`config.mk`:
```
export PLATFORM = sky130hd
export DESIGN_NAME = kve_ram
export DESIGN_NICKNAME = d
export VERILOG_FILES = /design/src/sv/kve_ram.sv
export SDC_FILE = /design/constraint.sdc
export NUM_CORES = 2
export LEC_CHECK = 0
export BUFFER_PORTS_ARGS = -buffer_cell sky130_fd_sc_hd__buf_2
export CAP_MARGIN = 5
export CELL_PAD_IN_SITES_DETAIL_PLACEMENT = 1
export CELL_PAD_IN_SITES_GLOBAL_PLACEMENT = 1
export CORE_UTILIZATION = 25
export DETAILED_ROUTE_END_ITERATION = 12
export PLACE_DENSITY_LB_ADDON = 0.1
export SETUP_SLACK_MARGIN = 0.15
export SLEW_MARGIN = 15
export SYNTH_ARGS = -nofsm -noshare
export SYNTH_HDL_FRONTEND = slang
export SYNTH_SLANG_ARGS = --single-unit
export TNS_END_PERCENT = 50
```
`constraint.sdc`:
```
create_clock -name clock -period 8.96 [get_ports clock]
set_clock_uncertainty 0.05 [all_clocks]
set_input_delay 2.688 -clock clock [delete_from_list [all_inputs] [get_ports clock]]
set_output_delay 2.688 -clock clock [all_outputs]
set_load 0.05 [all_outputs]
```
`src/sv/kve_ram.sv`:
```
// Generic single-write, single-read RAM with registered read data.
// No dependencies.
`timescale 1ns / 1ps
`default_nettype none

module kve_ram #(
   parameter int WIDTH = 50,
   parameter int DEPTH = 64
) (
   input  wire logic                     clock,
   input  wire logic                     wr_en,
   input  wire logic [$clog2(DEPTH)-1:0] wr_addr,
   input  wire logic [WIDTH-1:0]         wr_data,
   input  wire logic [$clog2(DEPTH)-1:0] rd_addr,
   output logic      [WIDTH-1:0]         rd_data
);

   logic [WIDTH-1:0] mem_ff [DEPTH];
   logic [WIDTH-1:0] rd_data_ff;

   always_ff @(posedge clock) begin
      if (wr_en) begin
         mem_ff[wr_addr] <= wr_data;
      end
      rd_data_ff <= mem_ff[rd_addr];
   end

   assign rd_data = rd_data_ff;

endmodule

`default_nettype wire

```
==> impl_metrics.ini <==
[die]
rows = 257
core_sq_um = 490000
die_w_microns = 703
die_h_microns = 703
pin_count = 114
die_area_sq_um = 495000
start_util = 0.251

[setup_path]
slowest_delay_ns = 1.23
cp.arrival_ns = 5.58
worstSetupEndpointType = flip-flop
cp_num_buf_inv = 2
path_delay_family = simple AND/OR/NAND/NOR gates
cpMaxStageDelayCell = nor2_4
critPathMaxFanout = 26
path_cells = buf_2, nand4_1, nor2_4, buf_12
worstSetupPathType = in -> reg
cp-start-kind = input port
worst_ep_required_time_ns = 9.47

[status]
run_status = completed

[yosys]
syn_area_per_cell_sq_um = 22.5
yosysWarnings = 0
synth_edf_count = 3200
synth-seq-cells = 3250
ys.flop_type = edfxtp_1
synth_cell_types = 45
ys_async_sr_fraction = 0
netlist_instances = 5457
syn_area_sq_um = 123000
mappedNetlistNets = 5521
synth_seq_area_share = 0.790

[cts]
postCtsResizedCells = 0
clock_path_buffers = 4
cts_sinks = 3250
cts_tree = done
clk_pin_slew_ns = 0.06
cts_hold_buf = 0
post_cts_buffers = 0
cts_root_buffer = clkbuf_16
numCtsBuffers = 379
insertion_delay_ns = 0.96
cts_max_level = 5

[power_and_ir_drop]
fin_total_pwr_w = 0.0337
p_leak_nw = 44.4
p_per_area_nw_per_um2 = 233
irDropWorstVdd_mv = 0.137

[grt]
antenna_found_initial = 56
grt_pass1_wl_mm = 591
grt_max_degree = 108
gr-usage-all-layers = 0.176
grt_pass1_vias = 64600
globalRouteOverflowTotal = 0

[min_path]
hold_class = reg -> reg

[layout]
nNetsFinal = 5907
areaGrowthSynthToFinish_pct = 17.8
nFillCells = 48700
drive_gt1_frac = 0.272

[run]
maxCapViolations = 0

[detailed_routing]
wl_per_cell_microns = 34.8
routed_wl_mm = 440
ant_nets = 0
drc = 0
vias = 60100
dr.pass1.iters = 7
post_drt_via_cell_ratio = 4.76
dr.first_iter.drc_count = 5497

[timing]
layout_min_cycle_time_ns = 5.07
hold_violations = 0
rsz0062_at_grt = false
finalSetupViolations = 0
worst_slew_pin_slew_ns = 1.23
max_freq_mhz = 197
tns_ns = 0
period_share = 0.566
maxSlewHeadroom = 0.179
slew_violations = 0

[placed_design]
place_congestion = 0.710
portBuffers = 113
place_hpwl_mm = 241
[report_power, final]
part	internal, W	switching (W)	total, W
Sequential	0.0168	0.0000843	0.0169
Clock	0.00876	0.00632	0.0151
Combinational	0.000540	0.00117	0.00171
Total	0.0261	0.00757	0.0337
[worst paths after layout]
check / slack, ns / endpoint / start / depth (start not counted)
worst max-delay path: 3.89 / mem_ff[23][17]$_DFFE_PP_ / wr_addr[1] / 4
worst min-delay path: 0.79 / rd_data[43]$_DFF_P_ / mem_ff[25][43]$_DFFE_PP_ / 4
worst max register to register: 6.68 / rd_data[43]$_DFF_P_ / mem_ff[43][43]$_DFFE_PP_ / 5
worst min register to register: 0.79 / rd_data[43]$_DFF_P_ / mem_ff[25][43]$_DFFE_PP_ / 4
[synth_stat cells (15+ instances only)]
cell         n  area (sq um)
nand4_1     65           407
nor2b_1     28           175
buf_6       21           236
buf_1       28           105
and3_1      17           106
o22ai_1    126           788
clkbuf_1   154           578
a22oi_1     80           601
o21ai_1     15          75.1
a211oi_1    32           240
mux2_2      68           766
o211ai_1    15           113
nand2_1    110           413
o22a_1      15           131
nand3_1     98           490
buf_2       72           360
buf_4       38           285
o221ai_1    55           482
dfxtp_1     50          1000
a311o_1     15           150
mux2i_1    229          2290
edfxtp_1  3200         96100
a21oi_1     26           130
nor2_1      98           368
a221o_1     36           360
mux4_2     690         15500
mux2_1      16           180
[cells by family (layout without fill, tap and decap cells)]
logic type	Yosys count	after routing	share of synthesized area
AND/OR/NAND/NOR	446	446	0.0174
flip-flops	3250	3250	0.790
multiplexers	1003	1003	0.153
buffers and inverters	319	1023	0.0134
other	0	11	0
AO/OA/AOI/OAI	439	439	0.0267
[tightest hold or removal path, delay by kind of cell, from the launching register on]
family	cells	cell delay (ns)
flip-flops	1	0.31
multiplexers	1	0.23
AND/OR/NAND/NOR	3	0.28
[placed cells by master (no fill, tap or decap), types with 36 or more instances in the layout]
master     instances
clkbuf_1         105
o22ai_1          126
edfxtp_1        3200
buf_4            179
dfxtp_1           50
o221ai_1          55
nand3_1           98
clkbuf_16        389
mux4_2           690
nand4_1           65
buf_2             87
clkinv_2          58
a22oi_1           80
nor2_4            67
a221o_1           36
buf_12            54
nand2_1          106
clkinv_1          91
mux2_2            68
mux2i_1          229
[per-stage QoR]
stage                     worst slack (ns)  hold WS (ns)  utilization  cell area [sq um]  std cells
final                                 3.89         0.788        0.296             145000      12600
after global routing                  3.80         0.829        0.296             145000      12600
after CTS                             3.82         0.797        0.296             145000      12600
after detailed placement              2.79         0.784        0.271             133000      11900
after global placement                2.83         0.769        0.271             133000      11900
after floorplan                       1.80         0.722            -             123000       5457
[layer usage]
| metal | vias to the layer above | global-route usage | share of wire |
|---|---|---|---|
| li1 | 24200 | - | - |
| met1 | 34200 | 0.251 | 0.46 |
| met2 | 1384 | 0.291 | 0.48 |
| met3 | 444 | 0.0212 | 0.039 |
| met4 | 4 | 0.0280 | 0.015 |
| met5 | - | 0 | 0.000050 |
[registers in the layout (all words and copies together) (netlist names)]
signal / count
rd_data: 50
mem_ff: 3200
[area by class of cell]
class	count	area [sq um]	share of cell area
clock inverters	194	1660	0.0115
inverters	1	3.75	0.0000259
diodes	11	27.5	0.000190
well taps	6475	8100	0.0559
multi-input cells	1888	24800	0.171
flip-flops and latches	3250	97100	0.670
repair buffers	323	2900	0.0200
clock buffers	505	10300	0.0710
(Power assumes the default switching activity.)
