$ cat src/sv/kve_pkg.sv
// Shared constants for the keyframe volume envelope: field widths, command,
// mode and source codes, register indexes. No dependencies.
`timescale 1ns / 1ps
`default_nettype none

package kve_pkg;

   // fixed field widths
   localparam int FRAC_W     = 16;   // Q0.16 fraction
   localparam int MODE_W     = 2;
   localparam int SLOT_W     = 6;
   localparam int COUNT_W    = 7;
   localparam int SRC_W      = 2;
   localparam int EASE_W     = 18;   // width of 3.0 - 2t in Q.16
   localparam int CSR_ADDR_W = 3;
   localparam int CSR_DATA_W = 32;
   localparam int CSR_IDX_BIT = 2;   // registers sit on 4-byte strides

   localparam int EMPTY_VOLUME_RESET = 8192;   // 1.0 in Q3.13

   localparam logic [EASE_W-1:0] EASE_THREE = 18'h30000;   // 3.0 in Q.16

   // request kind (tuser)
   localparam logic CMD_WRITE = 1'b0;
   localparam logic CMD_EVAL  = 1'b1;

   // segment interpolation modes (codes not listed interpolate linearly)
   localparam logic [MODE_W-1:0] MODE_HOLD = 2'd1;
   localparam logic [MODE_W-1:0] MODE_EASE = 2'd2;

   // result source codes
   localparam logic [SRC_W-1:0] SRC_DEFAULT = 2'd0;
   localparam logic [SRC_W-1:0] SRC_FIRST   = 2'd1;
   localparam logic [SRC_W-1:0] SRC_LAST    = 2'd2;
   localparam logic [SRC_W-1:0] SRC_SEGMENT = 2'd3;

   // register indexes
   localparam logic CSR_IDX_EMPTY_VOLUME   = 1'b0;
   localparam logic CSR_IDX_KEYFRAME_COUNT = 1'b1;

endpackage

`default_nettype wire

$ cat src/sv/kve_frac_div.sv
// Bit-serial Q0.16 fraction unit: quotient = floor(num * 2^16 / den), num < den.
// One quotient bit per cycle. Depends on kve_pkg.
`timescale 1ns / 1ps
`default_nettype none

module kve_frac_div #(
   parameter int WIDTH = 32
) (
   input  wire logic                       clock,
   input  wire logic                       reset,
   input  wire logic                       start,
   input  wire logic [WIDTH-1:0]           num,
   input  wire logic [WIDTH-1:0]           den,
   output logic                            done,
   output logic      [kve_pkg::FRAC_W-1:0] quotient
);

   import kve_pkg::*;

   localparam int STEP_W = $clog2(FRAC_W);

   logic [WIDTH-1:0]  rem_ff, rem_in;
   logic [WIDTH-1:0]  den_ff, den_in;
   logic [FRAC_W-1:0] quo_ff, quo_in;
   logic [STEP_W-1:0] step_ff, step_in;
   logic              busy_ff, busy_in;
   logic              done_ff, done_in;
   logic [WIDTH+1:0]  trial;
   logic              last_step;

   // 2r - den; remainder stays below den so 2r never overflows WIDTH+1 bits
   assign trial     = {1'b0, rem_ff, 1'b0} - {2'b00, den_ff};
   assign last_step = (step_ff == STEP_W'(FRAC_W - 1));

   always_comb begin
      rem_in  = rem_ff;
      den_in  = den_ff;
      quo_in  = quo_ff;
      step_in = step_ff;
      busy_in = busy_ff;
      done_in = 1'b0;
      if (start) begin
         rem_in  = num;
         den_in  = den;
         quo_in  = '0;
         step_in = '0;
         busy_in = 1'b1;
      end else if (busy_ff) begin
         if (!trial[WIDTH+1]) begin
            rem_in = trial[WIDTH-1:0];
            quo_in = {quo_ff[FRAC_W-2:0], 1'b1};
         end else begin
            rem_in = {rem_ff[WIDTH-2:0], 1'b0};
            quo_in = {quo_ff[FRAC_W-2:0], 1'b0};
         end
         step_in = step_ff + 1'b1;
         if (last_step) begin
            busy_in = 1'b0;
            done_in = 1'b1;
         end
      end
   end

   always_ff @(posedge clock) begin
      if (reset) begin
         busy_ff <= 1'b0;
         done_ff <= 1'b0;
      end else begin
         busy_ff <= busy_in;
         done_ff <= done_in;
      end
   end

   always_ff @(posedge clock) begin
      rem_ff  <= rem_in;
      den_ff  <= den_in;
      quo_ff  <= quo_in;
      step_ff <= step_in;
   end

   assign done     = done_ff;
   assign quotient = quo_ff;

endmodule

`default_nettype wire

$ cat config.mk
export PLATFORM = sky130hd
export DESIGN_NAME = kve_frac_div
export DESIGN_NICKNAME = d
export VERILOG_FILES = /design/src/sv/kve_pkg.sv /design/src/sv/kve_frac_div.sv
export SDC_FILE = /design/constraint.sdc
export NUM_CORES = 1
export LEC_CHECK = 0
export BUFFER_PORTS_ARGS = -buffer_cell sky130_fd_sc_hd__buf_4
export CORE_MARGIN = 3
export CORE_UTILIZATION = 50
export DETAILED_ROUTE_END_ITERATION = 6
export GPL_ROUTABILITY_DRIVEN = 0
export PLACE_DENSITY = 0.82
export SYNTH_ARGS = -nofsm -noshare
export SYNTH_HDL_FRONTEND = slang
export SYNTH_SLANG_ARGS = --single-unit
$ cat constraint.sdc
create_clock -name clock -period 3.3 [get_ports clock]
set_clock_uncertainty 0.2 [all_clocks]
set_input_delay 0.165 -clock clock [delete_from_list [all_inputs] [get_ports clock]]
set_output_delay 0.165 -clock clock [all_outputs]
set_load 0.005 [all_outputs]
==> metrics.txt <==
cells after synthesis between 500 and 600; antenna violations before repair 0; synthesized flop and latch total between 80 and 90; Die Y around 110 um; Clock Sinks 86; dpl hpwl roughly 9000 um; Antenna Violating Nets Remaining 0; total CTS buffers 9; Slew Limit Fails 0; leakage dissipation around 3.0 nW; Post-Syn Area about 0.0053 sq mm; Avg Cell Area, Syn about 9.5 sq um; hold crit path type input pin to flop; Least-Margin Pin Slew roughly 0.84 ns; Tcrit/Tclk final 93.2%; CP arrival around 3 ns; vias per inst roughly 5.7; Worst EP required between 3 and 4 ns; Longest Clk Path Bufs 2; clk_lat worst skew 0.38 ns; Tmin final ~3 ns; Clock Pin Slew Worst Setup and Hold Paths about 0.10 ns; area of the multi-input gates about 0.0027 sq mm; Max Cap Violations 0; CP Class flop to flop; DRT Pass-1 Iters 5; Crit-path slowest cell edfxtp_1; Pwr Total between 4 and 5 mW; Seq/Total Area, Yosys between 40% and 50%; top_reg_cell synth edfxtp_1; Peak VDD IR about 0.36 mV; Routed WL 13300 um; Fin Hold WS 0.0178 ns; most instantiated library cell after synthesis edfxtp_1; largest net degree at the start of global routing 33; CTS tree yes; Synth Warn # 0; # IOs 84; vias in the first global route between 4000 and 5000; worst-path cell chain ha_1 -> nor2b_1 -> o31a_2 -> nor2_2 -> o31a_4 -> o21ai_4 -> o21ai_2 -> buf_4 -> a2111oi_1 -> nor3_1; Startpoint Class flop; Post-synth top cells edfxtp_1 (64), nand2_1 (63), nor2_1 (58); Net Count, Synth around 660; post-synth top area cell edfxtp_1; drc violations 0; area grow syn2layout 29.9%; post-synth top area share 36.2%; power per cell area approximately 670 mW/mm^2; H-tree Lvls 3; die area between 0.01 and 0.015 sq mm; gr usage total a little under a quarter; fill cell count about 780; CORE AREA ~0.010 sq mm; Vias 4765; capturing element type of the critical path flop; total gr overflow 0; EDFF count, synth 64; Die Wd approximately 110 um; RSZ-0062 raised after global routing no; antenna cells 0; highest clock rate around 330 MHz; Initial Util 52.8%; clock tree root driver cell clkbuf_8; Slew Limit Headroom between 40% and 50%; status finished, final reports clean; CP max FO 13; CP top delay family compound AO/OA/AOI/OAI gates; Cell variety after synth slightly below 60; DR iter-0 viols roughly 250; Final setup viols 0; register area about 0.0024 sq mm; PortBufs 83; share of post-route cells with drive strength above 1 17.8%; final hold violation count 0; setup_tns 0 ns; first-pass GRT wire length roughly 22000 um; crit-path max cell delay between 0.4 and 0.5 ns; # rows 36; largest cells by area after synthesis edfxtp_1 (36%), dfxtp_1 (8.3%), ha_1 (7.5%); Final #Nets ~800; Async SR Flop Fraction 0%; worst path bufs/invs 1; WL per Instance between 15 and 20 um
-- worst reg2reg max path, cell delays in order, from the launching register on --
cell,delay (ns)
edfxtp_1,0.46
ha_1,0.31
nor2b_1,0.17
o31a_2,0.19
nor2_2,0.07
o31a_4,0.35
o21ai_4,0.21
o21ai_2,0.11
buf_4,0.21
a2111oi_1,0.42
nor3_1,0.12
-- per-layer routing --
layer	routed length, um	vias to the layer above	track usage (%)
met5	0	-	0
met4	179	0	6.76
met3	947	13	5.27
met2	6430	179	39.4
met1	5760	2242	30.0
li1	-	2331	-
-- sequential cells by signal, summed over array words and instances (netlist names) --
name,flops
busy_ff,1
rem_ff,32
den_ff,32
quotient,16
done,1
step_ff,4
-- kinds of logic after synthesis --
group                      count (synthesis)  synth area share [%]
AOI/OAI and AO/OA                        152                  19.5
xor gates and xnor gates                  22                  3.63
adders and majority gates                 33                  7.92
buffers and inverters                     64                  4.86
DFF                                       86                  44.5
muxes                                     20                  3.77
and+or+nand+nor                          184                  15.8
-- cell usage in the layout (no fill, tap or decap), types with 12 or more instances in the layout --
master,count
o21ai_0,29
dfxtp_1,22
dlygate4sd3_1,62
a21o_1,13
mux2i_1,20
nor2_1,58
a21oi_1,34
ha_1,32
xnor2_1,14
nand3_1,12
nand2_1,63
edfxtp_1,64
inv_1,39
a31oi_1,20
buf_4,94
-- area by class of cell --
class | count | share of cell area [%]
Clock buffer | 9 | 1.80
Clock inverter | 7 | 1.03
Inverter | 40 | 2.18
Multi-Input combinational cell | 411 | 39.1
Sequential cell | 86 | 34.3
Tap cell | 133 | 2.41
Timing Repair Buffer | 156 | 19.2
-- per-stage QoR --
stage | worst slack (ns) | cells | area (sq um) | utilization (%)
6_report | 0.226 | 842 | 6890 | 68.6
5_1_grt | 0.000589 | 842 | 6890 | 68.6
4_1_cts | 0.0770 | 842 | 6890 | 68.5
3_5_place_dp | 0.129 | 764 | 6070 | 60.4
3_3_place_gp | 0.189 | 764 | 6070 | 60.4
2_1_floorplan | 0.541 | 561 | 5310 | -
-- power by group --
| group | leakage, nW | total, mW | internal (mW) | switching [mW] |
|---|---|---|---|---|
| combinational | 2.06 | 2.35 | 0.991 | 1.36 |
| clock | 0.101 | 0.754 | 0.298 | 0.456 |
| sequential | 0.811 | 1.50 | 1.40 | 0.0965 |
-- path summary, 6_finish.rpt --
| path | endpoint | slack (ns) | startpoint | cells after the start |
|---|---|---|---|---|
| worst max-delay path | rem_ff[29]$_DFFE_PP_ | 0.23 | rem_ff[0]$_DFFE_PP_ | 10 |
| worst min-delay path | rem_ff[29]$_DFFE_PP_ | 0.02 | num[29] | 3 |
| worst max register to register | rem_ff[29]$_DFFE_PP_ | 0.23 | rem_ff[0]$_DFFE_PP_ | 10 |
| worst min register to register | done$_SDFF_PP0_ | 0.28 | step_ff[3]$_SDFFE_PP0P_ | 2 |
-- timing repair --
| item | 4_1_cts | 5_1_grt |
|---|---|---|
| hold buffers | 62 | 0 |
| resized for setup | 0 | 3 |
| setup buffers | 0 | 0 |
| setup endpoints to repair | 0 | 16 |
| hold endpoints to repair | 67 | 0 |
(Power assumes the default switching activity.)
