--- config.mk ---
export PLATFORM = sky130hd
export DESIGN_NAME = kve_mul
export DESIGN_NICKNAME = d
export VERILOG_FILES = /design/src/sv/kve_mul.sv
export SDC_FILE = /design/constraint.sdc
export NUM_CORES = 1
export LEC_CHECK = 0
export ABC_AREA = 1
export ABC_CLOCK_PERIOD_IN_PS = 13500
export BUFFER_PORTS_ARGS = -buffer_cell sky130_fd_sc_hd__buf_4
export CAP_MARGIN = 20
export CORE_UTILIZATION = 40
export DETAILED_ROUTE_END_ITERATION = 8
export GPL_TIMING_DRIVEN = 0
export PLACE_DENSITY = 0.55
export SLEW_MARGIN = 25
export SYNTH_ARGS = -nofsm -noshare
export SYNTH_HDL_FRONTEND = slang
export SYNTH_SLANG_ARGS = --single-unit
--- constraint.sdc ---
create_clock -name clock -period 13.5 [get_ports clock]
set_input_delay 1.35 -clock clock [delete_from_list [all_inputs] [get_ports clock]]
set_output_delay 1.35 -clock clock [all_outputs]
set_load 0.05 [all_outputs]
--- src/sv/kve_mul.sv ---
// Shared unsigned multiplier with a registered product.
// No dependencies.
`timescale 1ns / 1ps
`default_nettype none

module kve_mul #(
   parameter int A_WIDTH = 18,
   parameter int B_WIDTH = 16
) (
   input  wire logic                       clock,
   input  wire logic [A_WIDTH-1:0]         a,
   input  wire logic [B_WIDTH-1:0]         b,
   output logic      [A_WIDTH+B_WIDTH-1:0] product
);

   logic [A_WIDTH+B_WIDTH-1:0] product_ff, product_in;

   assign product_in = (A_WIDTH + B_WIDTH)'(a) * (A_WIDTH + B_WIDTH)'(b);

   always_ff @(posedge clock) begin
      product_ff <= product_in;
   end

   assign product = product_ff;

endmodule

`default_nettype wire

==> results of run 1 <==
[cell families after synthesis]
| group | synth area share (%) |
|---|---|
| AND/OR/NAND/NOR | 20.8 |
| buffers and inverters | 18.1 |
| adder cells (fa/ha/maj) | 52.4 |
| flip-flops | 6.18 |
| AO/OA/AOI/OAI | 1.07 |
| XOR/XNOR | 1.43 |
[synthesized netlist by cell type, drive strengths merged, types with 2 or more instances]
cell type,number
fa,222
nor3,7
inv,464
ha,106
nand3,29
o21bai,2
clkbuf,66
xor2,16
nor2,36
dfxtp,34
buf,2
xnor2,2
nand4,4
a21oi,19
nand2,503
[worst max-delay path by stage]
| stage | start | cells past startpoint | slack (ns) | end |
|---|---|---|---|---|
| CTS | b[4] | 21 | 6.48 | product[31]$_DFF_P_ |
| global placement | b[4] | 21 | 6.21 | product[31]$_DFF_P_ |
| finish | b[4] | 21 | 6.49 | product[31]$_DFF_P_ |
| detailed placement | b[4] | 21 | 6.19 | product[31]$_DFF_P_ |
| floorplan | b[7] | 25 | 7.23 | product[33]$_DFF_P_ |
| global route | b[4] | 21 | 6.23 | product[31]$_DFF_P_ |
[per-stage QoR]
stage	instance area, µm²	setup WS, ns	utilization [%]	hold slack [ns]
floorplan	11000	7.23	-	1.64
global placement	11700	6.21	43.4	1.75
detailed placement	11700	6.19	43.4	1.77
CTS	11800	6.48	44.0	1.47
global route	11800	6.23	44.0	1.53
finish	11800	6.49	44.0	1.49
[routing by layer]
metal	vias to the layer above	track usage [%]	routed length, µm
met5	-	0	0
met4	0	6.90	950
met3	49	2.14	1030
met2	185	39.5	14900
met1	4316	27.6	12300
li1	4277	-	-
[critical path: stages]
cell	delay [ns]
clkbuf_1	0.60
clkbuf_1	0.63
nand2_1	0.17
fa_1	0.57
inv_1	0.05
fa_1	0.40
fa_1	0.52
fa_1	0.53
fa_1	0.51
inv_1	0.05
fa_1	0.47
inv_1	0.04
ha_1	0.34
nand2_1	0.17
inv_1	0.05
a21oi_1	0.18
nand2_1	0.11
a21oi_1	0.23
nand2_1	0.08
nand2_1	0.06
nand2_1	0.04
[layout make-up]
class / count / area [µm²]
flip-flops and latches: 34 / 681
plain buffers: 68 / 255
inverters: 464 / 1740
multi-input cells: 948 / 8340
clock inverters: 2 / 12.5
well taps: 341 / 427
repair buffers: 34 / 255
clock buffers: 6 / 139
fillers: 2839 / 15100
==> metrics.md, run 1 <==
| Metric | Value |
|---|---|
| Largest net degree at the start of global routing | 12 |
| Post-CTS sizing | 0 |
| Gate count of the mapped netlist | 1514 |
| Hold endpoint | product[0]$_DFF_P_ |
| WP data required | approximately 14 ns |
| Hpwl dp | 25.3 mm |
| Crit. End Element | flip-flop |
| Slew Limit Fails | 0 |
| IO Port Bufs | 34 |
| First-pass GRT wire length | 47.2 mm |
| CTS tree | yes |
| Worst rel slew slack | 45.1% |
| Final setup vio count | 0 |
| DR WL/cell | 15.4 µm |
| DRT Wirelength | 29.1 mm |
| Site row count | 60 |
| Post-layout min period | 7.01 ns |
| TritonRoute pass-1 iters | 5 |
| Status | finished, final reports clean |
| Starting Density | 40.9% |
| Chip width | 168 µm |
| Post-synth top flop | dfxtp_1 |
| Gr usage total | 21.9% |
| Via/cell ratio | between 4 and 5 |
| Yosys top cell area share | 40.3% |
| TritonCTS buffer count | 5 |
| CTS H-tree lvls | 2 |
| Commonest cells after routing, fill and taps aside | nand2_1, inv_1, fa_1 |
| Crit start category | primary input |
| Top cells by area, synth | fa_1, nand2_1, inv_1, ha_1, dfxtp_1 |
| Residual DRC | 0 |
| Chip height | ~170 µm |
| Max reg flops | 34 |
| Post-synth EDFFs | 0 |
| Clk pin slew, worst setup/hold paths | 0.05 ns |
| Cell taking the most area after synthesis | fa_1 |
| Post-layout nets | 1918 |
| Worst path arrival time | 7.19 ns |
| CP Class | primary input to flip-flop |
| Area grow syn2layout | 7.57% |
| Distinct cells, synth | 21 |
| Die ar. | 0.0282 mm² |
| Final Cycle Share | 51.9% |
| RePlAce Congestion | 0.873 |
| Via count | 8827 |
| Post-Syn Area | approximately 0.011 mm² |
| Sequential share of the synthesized area | about 6.2% |
| Hold Crit Depth | 3 |
| Syn. warnings | 0 |
| RSZ-0062 raised after global routing | false |
| Iteration-0 DRC Markers | 420 |
| Syn Nets | 1877 |
| I/O pins | 69 |
| Syn Area/Cell | approximately 7.3 µm² |
| Worst Tran Pin Value | 0.823 ns |
| Clock buffer depth | 2 |
| Min-delay src | b[0] |
| Flops & latches, synth | 34 |
| Async SR Flop Fraction | 0% |
| Share of cells above drive strength 1 | roughly 3.7% |
| Max-Cap Viols | 0 |
| Non-filler instance count after layout | 1897 |
| FMAX | approximately 0.14 GHz |
| Post-DRT Antenna Nets | 0 |
| HP Class | primary input to flip-flop |
| CORE AREA | 0.0270 mm² |
| Vias in the first global route | approximately 9k |
| Initial antenna violation count | 0 |
| Hold Violations, Final | 0 |
| Placed insts | 1889 |
| GR Overflow Total | 0 |
| Hold_buf cts | 0 |
| Postcts setup bufs | 0 |
| N_diodes | 0 |
| Commonest non-fill, non-tap cell in the layout | nand2_1 |
| CTS sink count | 34 |
| Fin Setup TNS | 0 ns |
| Root Buffer Master | clkbuf_16 |
| Crit Path Max Fanout | 10 |
Power of run 1 is left out: the tool's default activity adds up to more than one toggle a clock period on the data nets, which glitch-free logic cannot reach.
==> inputs of run 2 (changes only) <==
ABC_CLOCK_PERIOD_IN_PS = 6400   (was 13500)
PLACE_DENSITY = 0.58   (was 0.55)
clock period = 6.4 ns   (was 13.5 ns; I/O delays follow)
==> run 2 against run 1 <==
Effect of this change: cell area rose by 0.51%; first-iteration DRC count is 22% higher; core utilization increased by 0.22 points; worst hold slack got worse by 0.75 ns; worst setup slack worse by 6.2 ns; sequential cell count unchanged; final cell count unchanged; die area is the same; largest cell class unchanged; highest routed layer unchanged.
==> metrics.md, run 2 (synthesized netlist as in run 1, its figures left out) <==
| Metric | Value |
|---|---|
| RSZ-0062 raised after global routing | false |
| Share of cells above drive strength 1 | 4.56% (+0.90 points) |
| Die ar. | 0.0282 mm² (unchanged) |
| Worst rel slew slack | 46.6% (+1.5 points) |
| Final Core Density | 44.2% (+0.22 points) |
| Clock buffer depth | 2 (unchanged) |
| Commonest cells after routing, fill and taps aside | nand2_1, inv_1, fa_1 |
| Worst path arrival time | 6.31 ns (-0.88 ns) |
| Initial antenna violation count | 0 (unchanged) |
| Residual DRC | 0 (unchanged) |
| TritonCTS buffer count | 5 (unchanged) |
| CTS H-tree lvls | 2 (unchanged) |
| FMAX | approximately 0.16 GHz |
| HP Class | primary input to flip-flop |
| DRT Wirelength | 29.3 mm (+0.65%) |
| Crit. End Element | flip-flop |
| Slew Limit Fails | 0 (unchanged) |
| Chip height | 168 µm (unchanged) |
| Via/cell ratio | 4.75 (+2.0%) |
| Hold Violations, Final | 0 (unchanged) |
| Postcts setup bufs | 0 (unchanged) |
| Hpwl dp | 25.1 mm (-0.79%) |
| Commonest non-fill, non-tap cell in the layout | nand2_1 |
| Clk pin slew, worst setup/hold paths | 0.06 ns (about the same) |
| Starting Density | 40.9% (unchanged) |
| First-pass GRT wire length | 47.2 mm (+0.15%) |
| Post-layout min period | 6.14 ns |
| Final Cycle Share | between 90% and 100% |
| CORE AREA | 0.0270 mm² (unchanged) |
| Area grow syn2layout | 8.11% |
| Vias in the first global route | 9203 (+2.3%) |
| Site row count | 60 (unchanged) |
| Via count | 9006 (+2.0%) |
| Root Buffer Master | clkbuf_16 |
| Crit Path Max Fanout | 10 (unchanged) |
| Iteration-0 DRC Markers | 511 (+22%) |
| Gr usage total | 21.9% (-0.056 points) |
| Post-layout nets | 1918 (unchanged) |
| Final setup vio count | 0 (unchanged) |
| CP Class | primary input to flip-flop |
| Chip width | 168 µm (unchanged) |
| TritonRoute pass-1 iters | 4 (-1) |
| Largest net degree at the start of global routing | 13 (+1) |
| CTS tree | yes |
| RePlAce Congestion | 0.873 (about the same) |
| Fillcell total | 2801 (-1.3%) |
| Max reg flops | 34 (unchanged) |
| Max-Cap Viols | 0 (unchanged) |
| Post-DRT Antenna Nets | 0 (unchanged) |
| Status | finished, final reports clean |
| DR WL/cell | 15.5 µm (+0.65%) |
| GR Overflow Total | 0 (unchanged) |
| IO Port Bufs | 34 (unchanged) |
| Worst Tran Pin Value | 0.801 ns (-0.0221 ns) |
| CTS sink count | 34 (unchanged) |
| Crit start category | primary input |
| I/O pins | 69 (unchanged) |
| WP data required | 6.58 ns (-7.10 ns) |
| N_diodes | 0 (unchanged) |
-- run 2: cell types whose count changed in the layout (fill, tap and decap cells not counted), sizes merged --
cell,change
bufinv,+2
clkbuf,-1
clkinvlp,-1
-- run 2: worst max-delay path, cell delays in order --
cell and delay, ns:
clkbuf_1 0.33, clkbuf_1 0.58, nand2_1 0.17, fa_1 0.55, fa_1 0.47, fa_1 0.59, inv_1 0.07, fa_1 0.49
fa_1 0.49, inv_1 0.05, fa_1 0.48, inv_1 0.05, ha_1 0.34, nand2_1 0.18, inv_1 0.06, nand2_1 0.06
nand2_1 0.07, inv_1 0.06, nand3_1 0.18, nand3_1 0.17, nand2_1 0.08, nand2_1 0.08, nand2_1 0.08
-- run 2: worst paths after layout --
path              startpoint                   to  depth (start not counted)
hold / removal          b[0]   product[0]$_DFF_P_                          3
setup / recovery        a[9]  product[21]$_DFF_P_                         23
-- run 2: repair_timing --
item	4_1_cts	5_1_grt
gates resized for setup	0	28
hold buffers	0	0
endpoints found under the setup margin	0	11
-- run 2: area by class of cell --
type	instances	area, µm²	share of cell area [%]
inverter	464	1740	14.6
sequential	34	681	5.72
clock buffer	5	125	1.05
clock inverter	3	68.8	0.578
multi-input combinational	948	8340	70.0
timing repair buffer	34	255	2.14
buffer	68	273	2.29
tap	341	427	3.58
-- run 2: metal layers --
metal	wire length [µm]	global-route usage [%]	vias to the layer above	share of wire, %
met3	1300	2.37	53	4.4
met5	0	0	-	0
met1	12300	27.6	4424	42
met2	14800	38.6	249	51
li1	-	-	4280	-
met4	929	7.90	0	3.2
-- run 2: stage by stage --
step	hold WS [ns]	TNS (ns)	cell area [µm²]	setup WS, ns	instances
after floorplan	0.928	0	11000	0.835	1514
after global placement	1.02	-0.333	11700	-0.108	1889
after detailed placement	1.03	-0.554	11700	-0.109	1889
after CTS	0.730	0	11900	0.178	1897
after global routing	0.797	0	11900	0.000776	1897
final	0.740	0	11900	0.265	1897
Power of run 2 is left out for the same reason.
==> inputs of run 3 (changes only) <==
PLACE_DENSITY = unset   (was 0.58)
SETUP_SLACK_MARGIN = 0.15   (was unset)
==> run 3 against run 2 <==
Effect of this change: maximum frequency grew 3.1%; sequential share of layout area is essentially flat; final cell count is the same; count of clock-buffer cells in the layout grew 2; sequential cell count is the same; cell area shrank 0.14%; critical path depth shrank 2; die area is the same; routed wire length shrank 2.7%; non-clock buffer count is the same; critical path type unchanged; critical endpoint is now product[31]$_DFF_P_.
==> metrics.md, run 3 (synthesized netlist as in run 1, its figures left out) <==
| Metric | Value |
|---|---|
| Hold Violations, Final | 0 (unchanged) |
| Residual DRC | 0 (unchanged) |
| Max-Cap Viols | 0 (unchanged) |
| Worst rel slew slack | 49.3% (+2.8 points) |
| Post-layout min period | 5.95 ns (-0.182 ns) |
| Final Cell Area | 0.0119 mm² (-0.14%) |
| FMAX | 0.168 GHz (+3.1%) |
| Post-layout nets | 1918 (unchanged) |
| Gr usage total | 21.2% (-0.67 points) |
| Area of the multi-input gates | 0.00834 mm² (unchanged) |
| Max reg flops | 34 (unchanged) |
| Area after DPL | 0.0117 mm² (unchanged) |
| I/O pins | 69 (unchanged) |
| First-pass GRT wire length | 46.3 mm (-2.0%) |
| Final setup vio count | 0 (unchanged) |
| N_diodes | 0 (unchanged) |
| DR WL/cell | 15.0 µm (-2.7%) |
| Register area | 681 µm² (unchanged) |
| Via count | 8940 (-0.73%) |
| Commonest cells after routing, fill and taps aside | nand2_1, inv_1, fa_1 |
| Slew Limit Fails | 0 (unchanged) |
| Status | finished, final reports clean |
| Postcts setup bufs | 0 (unchanged) |
| Die ar. | 0.0282 mm² (unchanged) |
| Clock buffer depth | 2 (unchanged) |
| Worst Setup EP | product[31]$_DFF_P_ |
| Hold Crit Depth | 3 (unchanged) |
| Root Buffer Master | clkbuf_16 |
| Initial antenna violation count | 0 (unchanged) |
| Chip width | 168 µm (unchanged) |
| CORE AREA | 0.0270 mm² (unchanged) |
| Fillcell total | 2802 (+0.036%) |
| Hpwl dp | 24.7 mm (-1.7%) |
| WP data required | 6.58 ns (about the same) |
| RSZ-0062 raised after global routing | true |
| TritonCTS buffer count | 5 (unchanged) |
| RePlAce Congestion | 0.917 (+5.0%) |
| IO Port Bufs | 34 (unchanged) |
| Chip height | 168 µm (unchanged) |
| Iteration-0 DRC Markers | 506 (-0.98%) |
| Starting Density | 40.9% (unchanged) |
| Commonest non-fill, non-tap cell in the layout | nand2_1 |
| Share of cells above drive strength 1 | 5.21% (+0.64 points) |
| Worst Tran Pin Value | 0.760 ns (-0.0414 ns) |
| Crit Path Max Fanout | 10 (unchanged) |
| CTS sink count | 34 (unchanged) |
| TritonRoute pass-1 iters | 5 (+1) |
| CTS H-tree lvls | 2 (unchanged) |
| HP Class | primary input to flip-flop |
| GR Overflow Total | 0 (unchanged) |
| Vias in the first global route | 9137 (-0.72%) |
| CP Class | primary input to flip-flop |
| Worst path arrival time | 6.13 ns (-0.18 ns) |
| DRT Wirelength | 28.5 mm (-2.7%) |
| Site row count | 60 (unchanged) |
| CP max-delay cell | clkbuf_1 |
| Post-DRT Antenna Nets | 0 (unchanged) |
| Clk pin slew, worst setup/hold paths | 0.06 ns (about the same) |
| Sequence of cells on the critical path | clkbuf_1 -> clkbuf_2 -> nand2_1 -> fa_1 -> inv_1 -> fa_1 -> fa_1 -> fa_1 -> fa_1 -> inv_1 -> fa_1 -> inv_1 -> ha_1 -> nand2_1 -> inv_1 -> a21oi_1 -> nand2_1 -> a21oi_1 -> nand2_1 -> nand2_1 -> nand2_1 |
| Largest net degree at the start of global routing | 11 (-2) |
| CTS tree | yes |
| CP startpoint | b[12] |
| Via/cell ratio | 4.71 (-0.73%) |
| Crit. End Element | flip-flop |
| Area grow syn2layout | 7.96% |
| Final Cycle Share | 93.0% (-2.8 points) |
| CP peak stage delay | 0.56 ns (-0.03 ns) |
| Crit start category | primary input |
-- run 3: changes by cell type in the layout (fill, tap and decap cells not counted) --
| cell | delta |
|---|---|
| bufinv_16 | -1 |
| clkbuf_2 | +12 |
| clkinv_4 | -1 |
| clkbuf_1 | -10 |
-- run 3: through the flow --
step / std cells / TNS (ns) / worst slack (ns) / utilization (%) / hold slack [ns]
4_1_cts: 1897 / 0 / 0.181 / 44.0 / 0.735
3_5_place_dp: 1889 / -0.366 / -0.110 / 43.4 / 1.03
2_1_floorplan: 1514 / 0 / 0.835 / - / 0.928
5_1_grt: 1897 / 0 / 0.123 / 44.1 / 0.768
6_report: 1897 / 0 / 0.447 / 44.1 / 0.741
3_3_place_gp: 1889 / -0.481 / -0.130 / 43.4 / 1.02
-- run 3: cell type report --
class	count	share of cell area (%)
Clock buffer	7	1.12
Clock inverter	1	0.253
Timing Repair Buffer	34	2.15
Tap cell	341	3.59
Multi-Input combinational cell	948	70.1
Buffer	68	2.42
Sequential cell	34	5.72
Inverter	464	14.6
-- run 3: how the worst min path moves through the flow --
stage / slack, ns / start / to
6_report: 0.74 / a[0] / product[0]$_DFF_P_
5_1_grt: 0.77 / a[0] / product[0]$_DFF_P_
3_5_place_dp: 1.03 / a[0] / product[0]$_DFF_P_
3_3_place_gp: 1.02 / b[0] / product[0]$_DFF_P_
2_1_floorplan: 0.93 / a[0] / product[0]$_DFF_P_
4_1_cts: 0.73 / a[0] / product[0]$_DFF_P_
-- run 3: repair_timing --
| item | CTS | global route |
|---|---|---|
| endpoints found under the setup margin | 0 | 20 |
| hold buffers | 0 | 0 |
| gates resized for setup | 0 | 52 |
-- run 3: metal layers --
metal  GRT usage, %  up-vias  wire, µm
li1               -     4292         -
met2           37.8      226     14300
met5              0        -         0
met3           2.68       46      1470
met4           5.90        0       714
met1           26.9     4376     12000
-- run 3: critical path, delay by kind of cell --
family | cells | cell delay, ns
compound gates | 2 | 0.37
fa+ha+maj | 7 | 3.32
buf+inv | 6 | 1.21
simple gates | 6 | 0.57
Power of run 3 is left out for the same reason.
